### config.mk
export PLATFORM = sky130hd
export DESIGN_NAME = emsp_front
export DESIGN_NICKNAME = d
export VERILOG_FILES = /design/src/design/emsp_pkg.sv /design/src/design/emsp_front.sv
export SDC_FILE = /design/constraint.sdc
export NUM_CORES = 1
export LEC_CHECK = 0
export BUFFER_PORTS_ARGS = -buffer_cell sky130_fd_sc_hd__buf_2
export CAP_MARGIN = 30
export CORE_MARGIN = 4
export CORE_UTILIZATION = 52
export DETAILED_ROUTE_END_ITERATION = 8
export PLACE_DENSITY = 0.9
export SYNTH_ARGS = -nofsm -noshare
export SYNTH_HDL_FRONTEND = slang
export SYNTH_SLANG_ARGS = --single-unit
export TNS_END_PERCENT = 50
### constraint.sdc
create_clock -name clk -period 4.6 [get_ports clk]
set_input_delay 0.92 -clock clk [delete_from_list [all_inputs] [get_ports clk]]
set_output_delay 0.92 -clock clk [all_outputs]
set_load 0.02 [all_outputs]
### src/design/emsp_pkg.sv
// ----------------------------------------------------------------------------
// emsp_pkg
// shared types and constants for the motor speed and position loop unit
// ----------------------------------------------------------------------------
package emsp_pkg;

	localparam int TICKS_PER_TURN_DEF = 1024;
	localparam int DUTY_Q4_MAX = 4080;
	localparam int RPM_SCALE = 960000;

	typedef enum logic [1:0] {
		MODE_EDGE = 2'd0,
		MODE_TICK = 2'd1,
		MODE_VEL  = 2'd2,
		MODE_POS  = 2'd3
	} mode_t;

	typedef enum logic [2:0] {
		REG_IGAIN = 3'd0,
		REG_PGAIN = 3'd1,
		REG_MINDUTY = 3'd2,
		REG_TOL = 3'd3,
		REG_MAXSPD = 3'd4
	} reg_idx_t;

	typedef struct packed {
		mode_t        mode;
		logic [15:0]  elapsed_ms;
		logic signed [15:0] target_rpm;
		logic signed [31:0] target_ticks;
	} item_t;

	typedef struct packed {
		logic [7:0]  duty;
		logic        forward;
		logic [15:0] measured_rpm;
		logic [31:0] position_count;
		logic        move_done;
		logic        accepted;
		logic        in_position_mode;
	} result_t;

	typedef enum logic [3:0] {
		ST_IDLE, ST_DIV, ST_DIVEND, ST_LOOP, ST_LOOP2, ST_VDIV, ST_VEND, ST_OUT
	} state_t;

endpackage

### src/design/emsp_front.sv
// ----------------------------------------------------------------------------
// emsp_front
// accepts input words into a two-entry queue for the back end
// ----------------------------------------------------------------------------
module emsp_front (
	input  logic            clk,
	input  logic            arst_n,
	input  logic            in_valid,
	output logic            in_ready,
	input  emsp_pkg::item_t in_item,
	output logic            q_valid,
	input  logic            q_ready,
	output emsp_pkg::item_t q_item
);
	emsp_pkg::item_t mem_q [2];
	logic wp_q, rp_q;
	logic [1:0] cnt_q;
	logic push, pop;

	assign in_ready = (cnt_q != 2'd2);
	assign q_valid  = (cnt_q != 2'd0);
	assign q_item   = mem_q[rp_q];
	assign push = in_valid && in_ready;
	assign pop  = q_valid && q_ready;

	always_ff @(posedge clk) begin
		if (push) begin
			mem_q[wp_q] <= in_item;
		end
	end

	always_ff @(posedge clk or negedge arst_n) begin
		if (!arst_n) begin
			wp_q <= 1'b0;
			rp_q <= 1'b0;
			cnt_q <= 2'd0;
		end else begin
			if (push) wp_q <= ~wp_q;
			if (pop) rp_q <= ~rp_q;
			cnt_q <= cnt_q + {1'b0, push} - {1'b0, pop};
		end
	end
endmodule

==> results by group <==
Detailed routing
  – 1st-iter DRT viols: 102
  – DR WL/cell: 17.8 µm
  – Drt total wl: 9180 µm
  – DR vias/cell: 4.98
  – Vias: 2,570
  – Remaining antenna violation count: 0
  – DRC violations left: 0
  – First drt pass iteration count: 5

Floorplan
  – Initial Util: 54.1%
  – IO Count: 138
  – Die area: 0.0114 mm²
  – Die width: 107 µm
  – Core Area: 0.00937 mm²
  – Row cnt: 35
  – Die span in y: 107 µm

Min path
  – Worst hold path class: in2async

GRT
  – Vias in the first global route: 2,842
  – Global-route wire length before repair: 14,300 µm
  – Total track usage: 16.8%
  – Total grt overflow: 0
  – Largest net degree at the start of global routing: 41
  – Initial antenna violation count: 0

Final layout
  – Most common library cell in the layout ignoring fill and taps: buf_2
  – Layout cells sized above 1: 61.8%
  – Footprint of the multi-input gates: 957 µm²
  – Fill count: 626
  – P&R area growth vs syn: 27.9%
  – ANT cells: 0
  – Final-stage net count: 447
  – Most frequent cells in the layout: 137 x buf_2, 132 x edfxtp_1, 36 x mux2_2
  – Reg area: 0.00407 mm²

Power
  – Maximum vdd drop: 0.576 mV
  – Pwr/cell area: 699 mW/mm²
  – Pleak: 2.54 nW

Clocking
  – H-tree depth: 4
  – Reg clk slew, reported paths: 0.06 ns
  – Root Driver: clkbuf_8
  – Post_cts resized: 0
  – Clk_lat worst skew: 0.51 ns
  – CTS tree: yes
  – Num CTS Buffers: 17
  – Clk sink count: 136
  – Max Root-Sink Buffers: 2
  – Hold_buf cts: 0
  – Postcts setup bufs: 0

Timing
  – Final setup TNS: 0 ns
  – Max Freq: 0.326 GHz
  – Setup repair after global routing missed its margin: no
  – Hold slack: 0.203 ns
  – Fin. max-slew vios: 0
  – Least-Margin Pin Slew: 0.943 ns
  – Endpoints failing hold: 0
  – Clock Skew: 0.00868 ns
  – Period minus WS final: 3.07 ns
  – Final setup vio count: 0
  – Slew HR: 37.1%
  – Fin crit share: 66.7%
  – Final WS setup: 1.53 ns

Run
  – Max Cap Violations: 0

Yosys
  – Synthesized area: 0.00507 mm²
  – Mapped Cells: 222
  – Syn_nets: 294
  – Average size of a mapped cell: 22.8 µm²
  – Synth cell types: 17
  – YS warnings: 0
  – Yosys reg bits: 136
  – Sequential fraction of the synthesis area: 80.1%

Placement
  – Worst slack, placed: 1.92 ns
  – Placer Congestion: 0.675
  – Post-DP HPWL: 6180 µm
  – PortBufs: 137

Setup path
  – WP data required: 3.68 ns
  – Critical Path Sink Type: output pin
  – Slack of the worst reg-to-reg path: 2.37 ns
  – Worst setup path class: reg2out
  – Worst Path Max Fanout: 40
  – Worst EP arrival: 2.15 ns
  – Critical Path Start Type: flip-flop

Run status
  – Status: finished clean
==> path summary, 6_finish.rpt <==
| check | startpoint | to | cells after the start |
|---|---|---|---|
| hold / removal | arst_n | rp_q | 1 |
| min in group clk | cnt_q[0] | cnt_q[0] | 1 |
| setup reg to reg | cnt_q[0] | mem_q[1][52] | 3 |
| setup / recovery | rp_q | q_item[1] | 3 |
| hold reg to reg | cnt_q[0] | cnt_q[0] | 1 |
| max in group asynchronous | arst_n | rp_q | 1 |
==> through the flow <==
step | cell area [µm²] | utilization (%) | std cells | power (mW)
CTS | 6490 | 69.3 | 516 | 4.59
global placement | 5900 | 62.9 | 484 | 3.22
finish | 6490 | 69.3 | 516 | 4.54
detailed placement | 5920 | 63.2 | 485 | 3.29
global route | 6490 | 69.3 | 516 | 4.75
floorplan | 5070 | - | 222 | 2.86
==> power breakdown <==
group,total [mW],switching (mW),internal [mW]
Clock,1.30,0.482,0.815
Combinational,1.40,0.796,0.606
Sequential,1.84,0.137,1.70
Total,4.54,1.41,3.12
==> synthesized netlist by cell type, drive strengths merged <==
library cell	number	area (µm²)
ha	2	25.0
buf	7	56.3
edfxtp	132	3960
nor2	1	3.75
nand2	1	3.75
inv	1	3.75
nand2b	1	6.26
and3	1	6.26
xnor2	3	26.3
xor2	1	8.76
and2	1	6.26
dfrtp	4	100
mux2	66	856
or2	1	6.26
==> registers in the layout, indices dropped and copies added, names as in the netlist <==
signal,count
wp_q,1
rp_q,1
cnt_q,2
mem_q,132
==> logic make-up (layout without fill, tap and decap cells) <==
family	after synthesis	count (layout)	synth area share (%)
xor+xnor	4	4	0.691
flops	136	136	80.1
simple gates	6	6	0.642
mux	66	66	16.9
buf+inv	8	173	1.18
fa+ha+maj	2	2	0.493
==> cell type report <==
cell class,count,area share [%]
Sequential cell,136,62.7
Clock buffer,17,6.38
Clock inverter,14,2.43
Tap cell,129,2.49
Multi-Input combinational cell,78,14.7
Timing Repair Buffer,141,11.2
Inverter,1,0.0578
==> worst max-delay path, stage by stage, from the launching register on <==
cell     delay [ns]
dfrtp_4        0.74
buf_12         0.31
mux2_2         0.38
buf_2          0.16
==> layer usage <==
metal	track usage, %	vias up	share of wire [%]
met5	0	-	0
met4	7.12	0	1.4
met3	5.78	16	6.8
met2	29.0	98	52
met1	19.1	1270	40
li1	-	1186	-
Note: power is estimated with default switching activity, not from simulation.
