===== config.mk =====
export PLATFORM = sky130hd
export DESIGN_NAME = emsp_back
export DESIGN_NICKNAME = d
export VERILOG_FILES = /design/src/design/emsp_pkg.sv /design/src/design/emsp_back.sv
export SDC_FILE = /design/constraint.sdc
export NUM_CORES = 2
export LEC_CHECK = 0
export BUFFER_PORTS_ARGS = -buffer_cell sky130_fd_sc_hd__clkbuf_2
export CORE_MARGIN = 4
export CORE_UTILIZATION = 40
export CTS_BUF_LIST = sky130_fd_sc_hd__clkbuf_16
export CTS_CLUSTER_SIZE = 16
export DETAILED_ROUTE_END_ITERATION = 12
export MAX_ROUTING_LAYER = met4
export PLACE_DENSITY = 0.59
export SLEW_MARGIN = 10
export SYNTH_ARGS = -nofsm -noshare
export SYNTH_HDL_FRONTEND = slang
export SYNTH_SLANG_ARGS = --single-unit

===== constraint.sdc =====
create_clock -name clk -period 20.1 [get_ports clk]
set_input_delay 4.02 -clock clk [delete_from_list [all_inputs] [get_ports clk]]
set_output_delay 4.02 -clock clk [all_outputs]
set_load 0.01 [all_outputs]

===== src/design/emsp_pkg.sv =====
// ----------------------------------------------------------------------------
// emsp_pkg
// shared types and constants for the motor speed and position loop unit
// ----------------------------------------------------------------------------
package emsp_pkg;

	localparam int TICKS_PER_TURN_DEF = 1024;
	localparam int DUTY_Q4_MAX = 4080;
	localparam int RPM_SCALE = 960000;

	typedef enum logic [1:0] {
		MODE_EDGE = 2'd0,
		MODE_TICK = 2'd1,
		MODE_VEL  = 2'd2,
		MODE_POS  = 2'd3
	} mode_t;

	typedef enum logic [2:0] {
		REG_IGAIN = 3'd0,
		REG_PGAIN = 3'd1,
		REG_MINDUTY = 3'd2,
		REG_TOL = 3'd3,
		REG_MAXSPD = 3'd4
	} reg_idx_t;

	typedef struct packed {
		mode_t        mode;
		logic [15:0]  elapsed_ms;
		logic signed [15:0] target_rpm;
		logic signed [31:0] target_ticks;
	} item_t;

	typedef struct packed {
		logic [7:0]  duty;
		logic        forward;
		logic [15:0] measured_rpm;
		logic [31:0] position_count;
		logic        move_done;
		logic        accepted;
		logic        in_position_mode;
	} result_t;

	typedef enum logic [3:0] {
		ST_IDLE, ST_DIV, ST_DIVEND, ST_LOOP, ST_LOOP2, ST_VDIV, ST_VEND, ST_OUT
	} state_t;

endpackage


===== src/design/emsp_back.sv =====
// ----------------------------------------------------------------------------
// emsp_back
// control sequencer with a shared restoring divider and output register
// ----------------------------------------------------------------------------
module emsp_back #(
	parameter int TICKS_PER_TURN = emsp_pkg::TICKS_PER_TURN_DEF
) (
	input  logic              clk,
	input  logic              arst_n,
	input  logic              q_valid,
	output logic              q_ready,
	input  emsp_pkg::item_t   q_item,
	input  logic              cfg_valid,
	input  logic [2:0]        cfg_index,
	input  logic [15:0]       cfg_data,
	output logic              res_valid,
	input  logic              res_ready,
	output emsp_pkg::result_t res
);
	localparam int DW = 52;

	emsp_pkg::state_t st_q, st_d;

	logic [15:0] igain_q, pgain_q, tol_q;
	logic [7:0]  mindut_q;
	logic [10:0] maxspd_q;

	logic [31:0] tick_q, prev_q;
	logic        fwd_q, posc_q, run_q, acc_ok_q;
	logic signed [15:0] vtgt_q, spd_q;
	logic signed [31:0] ptgt_q;
	logic [11:0] duty_q;

	logic [DW-1:0] num_q, den_q, rem_q, quo_q;
	logic [5:0]    cnt_q;
	logic          neg_q;
	logic [32:0]   mag_q;
	logic signed [49:0] prod_q;

	logic [DW:0] trial;
	logic [DW-1:0] rem_sh;
	logic signed [31:0] delta;
	logic [31:0] dmag;
	logic signed [32:0] perr;
	logic [15:0] whole;

	assign rem_sh = {rem_q[DW-2:0], num_q[DW-1]};
	assign trial = {1'b0, rem_sh} - {1'b0, den_q};
	assign delta = tick_q - prev_q;
	assign dmag = delta[31] ? (~delta + 32'd1) : delta;
	assign perr = {ptgt_q[31], ptgt_q} - {tick_q[31], tick_q};
	assign whole = (q_item.target_rpm[15] ? -q_item.target_rpm : q_item.target_rpm) >>> 4;

	always_comb begin
		st_d = st_q;
		case (st_q)
			emsp_pkg::ST_IDLE: if (q_valid) begin
				case (q_item.mode)
					emsp_pkg::MODE_TICK: st_d = (q_item.elapsed_ms == 16'd0) ?
						emsp_pkg::ST_LOOP : emsp_pkg::ST_DIV;
					emsp_pkg::MODE_VEL: st_d = (whole > {5'd0, maxspd_q}
						|| maxspd_q == 11'd0) ? emsp_pkg::ST_OUT : emsp_pkg::ST_VDIV;
					default: st_d = emsp_pkg::ST_OUT;
				endcase
			end
			emsp_pkg::ST_DIV: if (cnt_q == 6'd0) st_d = emsp_pkg::ST_DIVEND;
			emsp_pkg::ST_DIVEND: st_d = emsp_pkg::ST_LOOP;
			emsp_pkg::ST_LOOP: st_d = emsp_pkg::ST_LOOP2;
			emsp_pkg::ST_LOOP2: st_d = emsp_pkg::ST_OUT;
			emsp_pkg::ST_VDIV: if (cnt_q == 6'd0) st_d = emsp_pkg::ST_VEND;
			emsp_pkg::ST_VEND: st_d = emsp_pkg::ST_OUT;
			emsp_pkg::ST_OUT: if (!res_valid || res_ready) st_d = emsp_pkg::ST_IDLE;
			default: st_d = emsp_pkg::ST_IDLE;
		endcase
	end

	always_comb begin
		q_ready = (st_q == emsp_pkg::ST_IDLE);
	end

	always_ff @(posedge clk or negedge arst_n) begin
		if (!arst_n) begin
			st_q <= emsp_pkg::ST_IDLE;
			igain_q <= 16'd256; pgain_q <= 16'd256; mindut_q <= 8'd45;
			tol_q <= 16'd20; maxspd_q <= 11'd200;
			tick_q <= '0; prev_q <= '0; fwd_q <= 1'b1; posc_q <= 1'b0;
			run_q <= 1'b0; vtgt_q <= '0; spd_q <= '0; ptgt_q <= '0; duty_q <= '0;
			acc_ok_q <= 1'b1; res_valid <= 1'b0; cnt_q <= '0;
		end else begin
			st_q <= st_d;
			if (res_valid && res_ready && st_q != emsp_pkg::ST_OUT) res_valid <= 1'b0;
			if (cfg_valid) begin
				case (cfg_index)
					emsp_pkg::REG_IGAIN: igain_q <= cfg_data;
					emsp_pkg::REG_PGAIN: pgain_q <= cfg_data;
					emsp_pkg::REG_MINDUTY: mindut_q <= cfg_data[7:0];
					emsp_pkg::REG_TOL: tol_q <= cfg_data;
					emsp_pkg::REG_MAXSPD: maxspd_q <= cfg_data[10:0];
					default: ;
				endcase
			end
			case (st_q)
				emsp_pkg::ST_IDLE: if (q_valid) begin
					acc_ok_q <= (q_item.mode != emsp_pkg::MODE_VEL) ||
						(whole <= {5'd0, maxspd_q});
					case (q_item.mode)
						emsp_pkg::MODE_EDGE: tick_q <= fwd_q ? tick_q + 32'd1 : tick_q - 32'd1;
						emsp_pkg::MODE_TICK: if (q_item.elapsed_ms != 16'd0) begin
							num_q <= DW'(dmag) * DW'(emsp_pkg::RPM_SCALE);
							den_q <= DW'(q_item.elapsed_ms) * DW'(TICKS_PER_TURN);
							neg_q <= delta[31];
							prev_q <= tick_q;
							rem_q <= '0; quo_q <= '0; cnt_q <= 6'(DW - 1);
						end
						emsp_pkg::MODE_VEL: begin
							vtgt_q <= q_item.target_rpm;
							posc_q <= 1'b0;
							fwd_q <= !q_item.target_rpm[15];
							if (whole <= {5'd0, maxspd_q}) begin
								if (maxspd_q == 11'd0) duty_q <= '0;
								else begin
									num_q <= DW'(whole) * DW'(255);
									den_q <= DW'(maxspd_q);
									rem_q <= '0; quo_q <= '0; cnt_q <= 6'(DW - 1);
								end
							end
						end
						default: begin
							posc_q <= 1'b1; tick_q <= '0; prev_q <= '0;
							ptgt_q <= q_item.target_ticks; run_q <= 1'b1;
						end
					endcase
				end
				emsp_pkg::ST_DIV, emsp_pkg::ST_VDIV: begin
					num_q <= {num_q[DW-2:0], 1'b0};
					if (!trial[DW]) begin
						rem_q <= trial[DW-1:0];
						quo_q <= {quo_q[DW-2:0], 1'b1};
					end else begin
						rem_q <= rem_sh;
						quo_q <= {quo_q[DW-2:0], 1'b0};
					end
					cnt_q <= cnt_q - 6'd1;
				end
				emsp_pkg::ST_DIVEND: begin
					if (neg_q) spd_q <= (quo_q > DW'(32768)) ? 16'sh8000 : -16'(quo_q);
					else spd_q <= (quo_q > DW'(32767)) ? 16'sh7fff : 16'(quo_q);
				end
				emsp_pkg::ST_VEND: duty_q <= {quo_q[7:0], 4'd0};
				emsp_pkg::ST_LOOP: begin
					if (posc_q) begin
						mag_q <= perr[32] ? 33'(-perr) : 33'(perr);
						fwd_q <= !perr[32];
					end else begin
						prod_q <= $signed({1'b0, igain_q}) *
							($signed({vtgt_q[15], vtgt_q}) - $signed({spd_q[15], spd_q}));
					end
				end
				emsp_pkg::ST_LOOP2: begin
					if (posc_q) begin
						logic [48:0] d;
						d = (49'(pgain_q) * 49'(mag_q)) >> 8;
						if (d < 49'(mindut_q)) d = 49'(mindut_q);
						if (d > 49'd255) d = 49'd255;
						duty_q <= {d[7:0], 4'd0};
						if (mag_q < 33'(tol_q)) run_q <= 1'b0;
					end else begin
						logic signed [51:0] acc;
						logic signed [49:0] ch;
						ch = prod_q >>> 8;
						acc = 52'(duty_q) + (fwd_q ? 52'(ch) : -52'(ch));
						if (acc < 0) duty_q <= '0;
						else if (acc > 52'(emsp_pkg::DUTY_Q4_MAX)) duty_q <= 12'(emsp_pkg::DUTY_Q4_MAX);
						else duty_q <= acc[11:0];
					end
				end
				emsp_pkg::ST_OUT: if (!res_valid || res_ready) begin
					res_valid <= 1'b1;
					res.duty <= duty_q[11:4];
					res.forward <= fwd_q;
					res.measured_rpm <= spd_q;
					res.position_count <= tick_q;
					res.move_done <= !run_q;
					res.accepted <= acc_ok_q;
					res.in_position_mode <= posc_q;
				end
				default: ;
			endcase
		end
	end
endmodule


==> results.sh <==
export IMPL_path_max_fanout=24
export IMPL_crit_end_category="flop"
export IMPL_synth_top_cell_by_area="sky130_fd_sc_hd__fa_1"
export IMPL_final_period_utilization_pct=51.94
export IMPL_synth_ff_type="sky130_fd_sc_hd__edfxtp_1"
export IMPL_critical_path_top_cell_by_count="sky130_fd_sc_hd__a21o_1"
export IMPL_synth_seq_area_share_pct=22.08
export IMPL_maxSlewHeadroom_pct=21.75
export IMPL_hold_path_class="reg2reg"
export IMPL_signal_arrival_time_at_the_worst_endpoint_ps=10800
export IMPL_antenna_violating_nets_left=0
export IMPL_yosysTopAreaCellShare_pct=25.49
export IMPL_die_width_um=414.4
export IMPL_share_of_final_layout_standard_cells_stronger_than_drive_strength_1_pct=7.347
export IMPL_grt_pass1_vias=51724
export IMPL_period_minus_slack_ps=10440
export IMPL_synth_area_leaders="sky130_fd_sc_hd__fa_1 25%, sky130_fd_sc_hd__edfxtp_1 14%, sky130_fd_sc_hd__ha_1 11%, sky130_fd_sc_hd__dfrtp_1 7.9%, sky130_fd_sc_hd__inv_1 6.2%"
export IMPL_gp_routability_congestion=0.9004
export IMPL_cts_resized_gates=0
export IMPL_port_buffers=151
export IMPL_critical_path_required_ps=20460
export IMPL_critPathSlowestCell="sky130_fd_sc_hd__inv_1"
export IMPL_post_layout_nonfiller_instances=9309
export IMPL_skew_ps=23.63
export IMPL_wire_per_inst_um=19.61
export IMPL_yosysUniqueCellTypes=94
export IMPL_placed_instance_count=9185
export IMPL_dieArea_um2=171700
export IMPL_rows=148
export IMPL_syn_to_final_growth_pct=7.954
export IMPL_max_freq_mhz=95.79
export IMPL_detailedRoute_firstIterationViolations=3045
export IMPL_cts_max_path_buffers=3
export IMPL_final_net_count=8582
export IMPL_path_clk_slew_ps=60
export IMPL_most_common_library_cell_in_the_layout_ignoring_fill_and_taps="sky130_fd_sc_hd__inv_1"
export IMPL_dr_pass1_iters=6
export IMPL_grt_pass1_wl_um=294200
export IMPL_reg2reg_slack_ps=9660
export IMPL_placed_area_um2=68980
export IMPL_start_kind="flop"
export IMPL_grt_remaining_overflow=0
export IMPL_grt_usage_pct=22.07
export IMPL_setup_repair_after_global_routing_missed_its_margin="no"
export IMPL_yosys_register_bits=522
export IMPL_final_cell_mix="1,106 x sky130_fd_sc_hd__inv_1, 879 x sky130_fd_sc_hd__nand2_1, 841 x sky130_fd_sc_hd__fa_1"
export IMPL_ioPinCount=152
export IMPL_dp_hpwl_um=140000
export IMPL_drv_max_cap_violation_count=0
export IMPL_number_of_vias_in_the_routed_layout=49873
export IMPL_syn_avg_cell_area_um2=9.311
export IMPL_final_cell_area_um2=71300
export IMPL_vias_per_cell=5.358
export IMPL_post_cts_repair_setup_buffers=0
export IMPL_number_of_antenna_violations_at_the_first_check_in_global_routing=2
export IMPL_mappedNetlistArea_um2=66050
export IMPL_setup_total_negative_slack_ps=0
export IMPL_ff_latch_area_um2=14590
export IMPL_yosys_warnings=0
export IMPL_cts_root_buffer_cell="sky130_fd_sc_hd__clkbuf_16"
export IMPL_final_hold_slack_ps=449.3
export IMPL_synth_net_count=8597
export IMPL_route_detailed_drc=0
export IMPL_outcome="finished, final reports clean"
export IMPL_die_height_um=414.4
export IMPL_postSynth_asyncResetShare_pct=42.34
export IMPL_max_slew_worst_pin_slew_ps=1170
export IMPL_ctsHoldBuffers=0
export IMPL_final_max_slew_violation_count=0
export IMPL_htreeDepth=3
export IMPL_floorplan_initialDensity_pct=40.39
export IMPL_floorplan_core_area_um2=163500
export IMPL_count_of_mapped_cells_out_of_synthesis=7094
export IMPL_tritoncts_num_buffers=66
export IMPL_cts_num_sinks=522
export IMPL_grt_max_degree=155
export IMPL_multiInputGateArea_um2=46320
export IMPL_worst_setup_path_type="reg2reg"
export IMPL_cts_tree="done"
export IMPL_timing_final_hold_violations=0
export IMPL_worst_skew_pair_late_latency_ps=670
export IMPL_final_setup_viol_count=0
export IMPL_number_of_enable_flip_flop_cells_after_synthesis=301
export IMPL_nFillCells=15989
export IMPL_route_final_wire_length_um=182600
export IMPL_critical_path_max_stage_delay_ps=630
==> cell usage after synthesis (67+ instances only) <==
cell                          n
sky130_fd_sc_hd__and2_1     340
sky130_fd_sc_hd__dfrtp_1    208
sky130_fd_sc_hd__a21oi_1    306
sky130_fd_sc_hd__clkbuf_1   279
sky130_fd_sc_hd__xor2_1     139
sky130_fd_sc_hd__o21ai_0    283
sky130_fd_sc_hd__inv_1     1097
sky130_fd_sc_hd__nor2b_1     77
sky130_fd_sc_hd__nor3_1      89
sky130_fd_sc_hd__edfxtp_1   301
sky130_fd_sc_hd__nand2_1    880
sky130_fd_sc_hd__nor2_1     254
sky130_fd_sc_hd__xnor2_1    225
sky130_fd_sc_hd__mux2_2     104
sky130_fd_sc_hd__a21o_1     127
sky130_fd_sc_hd__fa_1       841
sky130_fd_sc_hd__nand2b_1    67
sky130_fd_sc_hd__ha_1       572
sky130_fd_sc_hd__nand3_1    105
sky130_fd_sc_hd__nor4_1      69
==> per-stage QoR <==
| step | utilization (%) | setup slack (ps) |
|---|---|---|
| after floorplan | - | 8684 |
| after global placement | 42.19 | 9005 |
| after detailed placement | 42.19 | 9081 |
| after CTS | 43.59 | 9681 |
| after global routing | 43.60 | 9108 |
| final | 43.61 | 9660 |
==> registers in the layout, summed over array words and instances, names as in the netlist, 8 cells and up <==
register,flops
pgain_q,16
prod_q,26
duty_q,12
rem_q,51
ptgt_q,32
maxspd_q,11
num_q,52
res,60
igain_q,16
spd_q,16
quo_q,52
tol_q,16
prev_q,32
vtgt_q,16
mindut_q,8
den_q,26
mag_q,33
tick_q,32
==> cell type report <==
class / count / share of cell area [%]
multi-input combinational: 5179 / 64.96
sequential: 522 / 20.47
inverter: 1098 / 5.780
tap: 2175 / 3.817
clock buffer: 66 / 2.316
timing repair buffer: 212 / 1.751
clock inverter: 55 / 0.9019
antenna: 2 / 0.007019
==> kinds of logic after synthesis <==
kind of cell | count (synthesis) | share of synthesized area (%)
AOI/OAI and AO/OA | 1165 | 11.24
xor gates and xnor gates | 364 | 4.827
and+or+nand+nor | 2120 | 15.64
DFF | 522 | 22.08
adders and majority gates | 1413 | 36.33
buffers and inverters | 1393 | 7.922
muxes | 116 | 1.955
other | 1 | 0.005678
==> routing by layer <==
metal / GRT usage, % / part of all wire, %
met5: - / 0
met4: 7.901 / 4.1
met3: 2.341 / 3.8
met2: 36.57 / 48
met1: 28.13 / 44
==> worst paths after layout <==
path | startpoint | end | cells after the start
worst max-delay path | tick_q[8]$_DFFE_PN0P_ | num_q[48]$_DFFE_PP_ | 34
worst min-delay path | spd_q[5]$_DFFE_PN0P_ | res[40]$_DFFE_PP_ | 0
worst max register to register | tick_q[8]$_DFFE_PN0P_ | num_q[48]$_DFFE_PP_ | 34
worst min register to register | spd_q[5]$_DFFE_PN0P_ | res[40]$_DFFE_PP_ | 0
max in group asynchronous | arst_n | prev_q[0]$_DFFE_PN0P_ | 3
min in group asynchronous | arst_n | ptgt_q[22]$_DFFE_PN0P_ | 1
==> critical path, delay by kind of cell, from the launching register on <==
family                     cells  cell delay [ps]
AOI/OAI and AO/OA             21             4450
xor gates and xnor gates       3              820
buffers and inverters          2              820
and+or+nand+nor                1              220
adders and majority gates      7             3330
DFF                            1              470
Power is not shown: default switching activity piles up to over one toggle a cycle in this logic, so the estimate is an artifact.
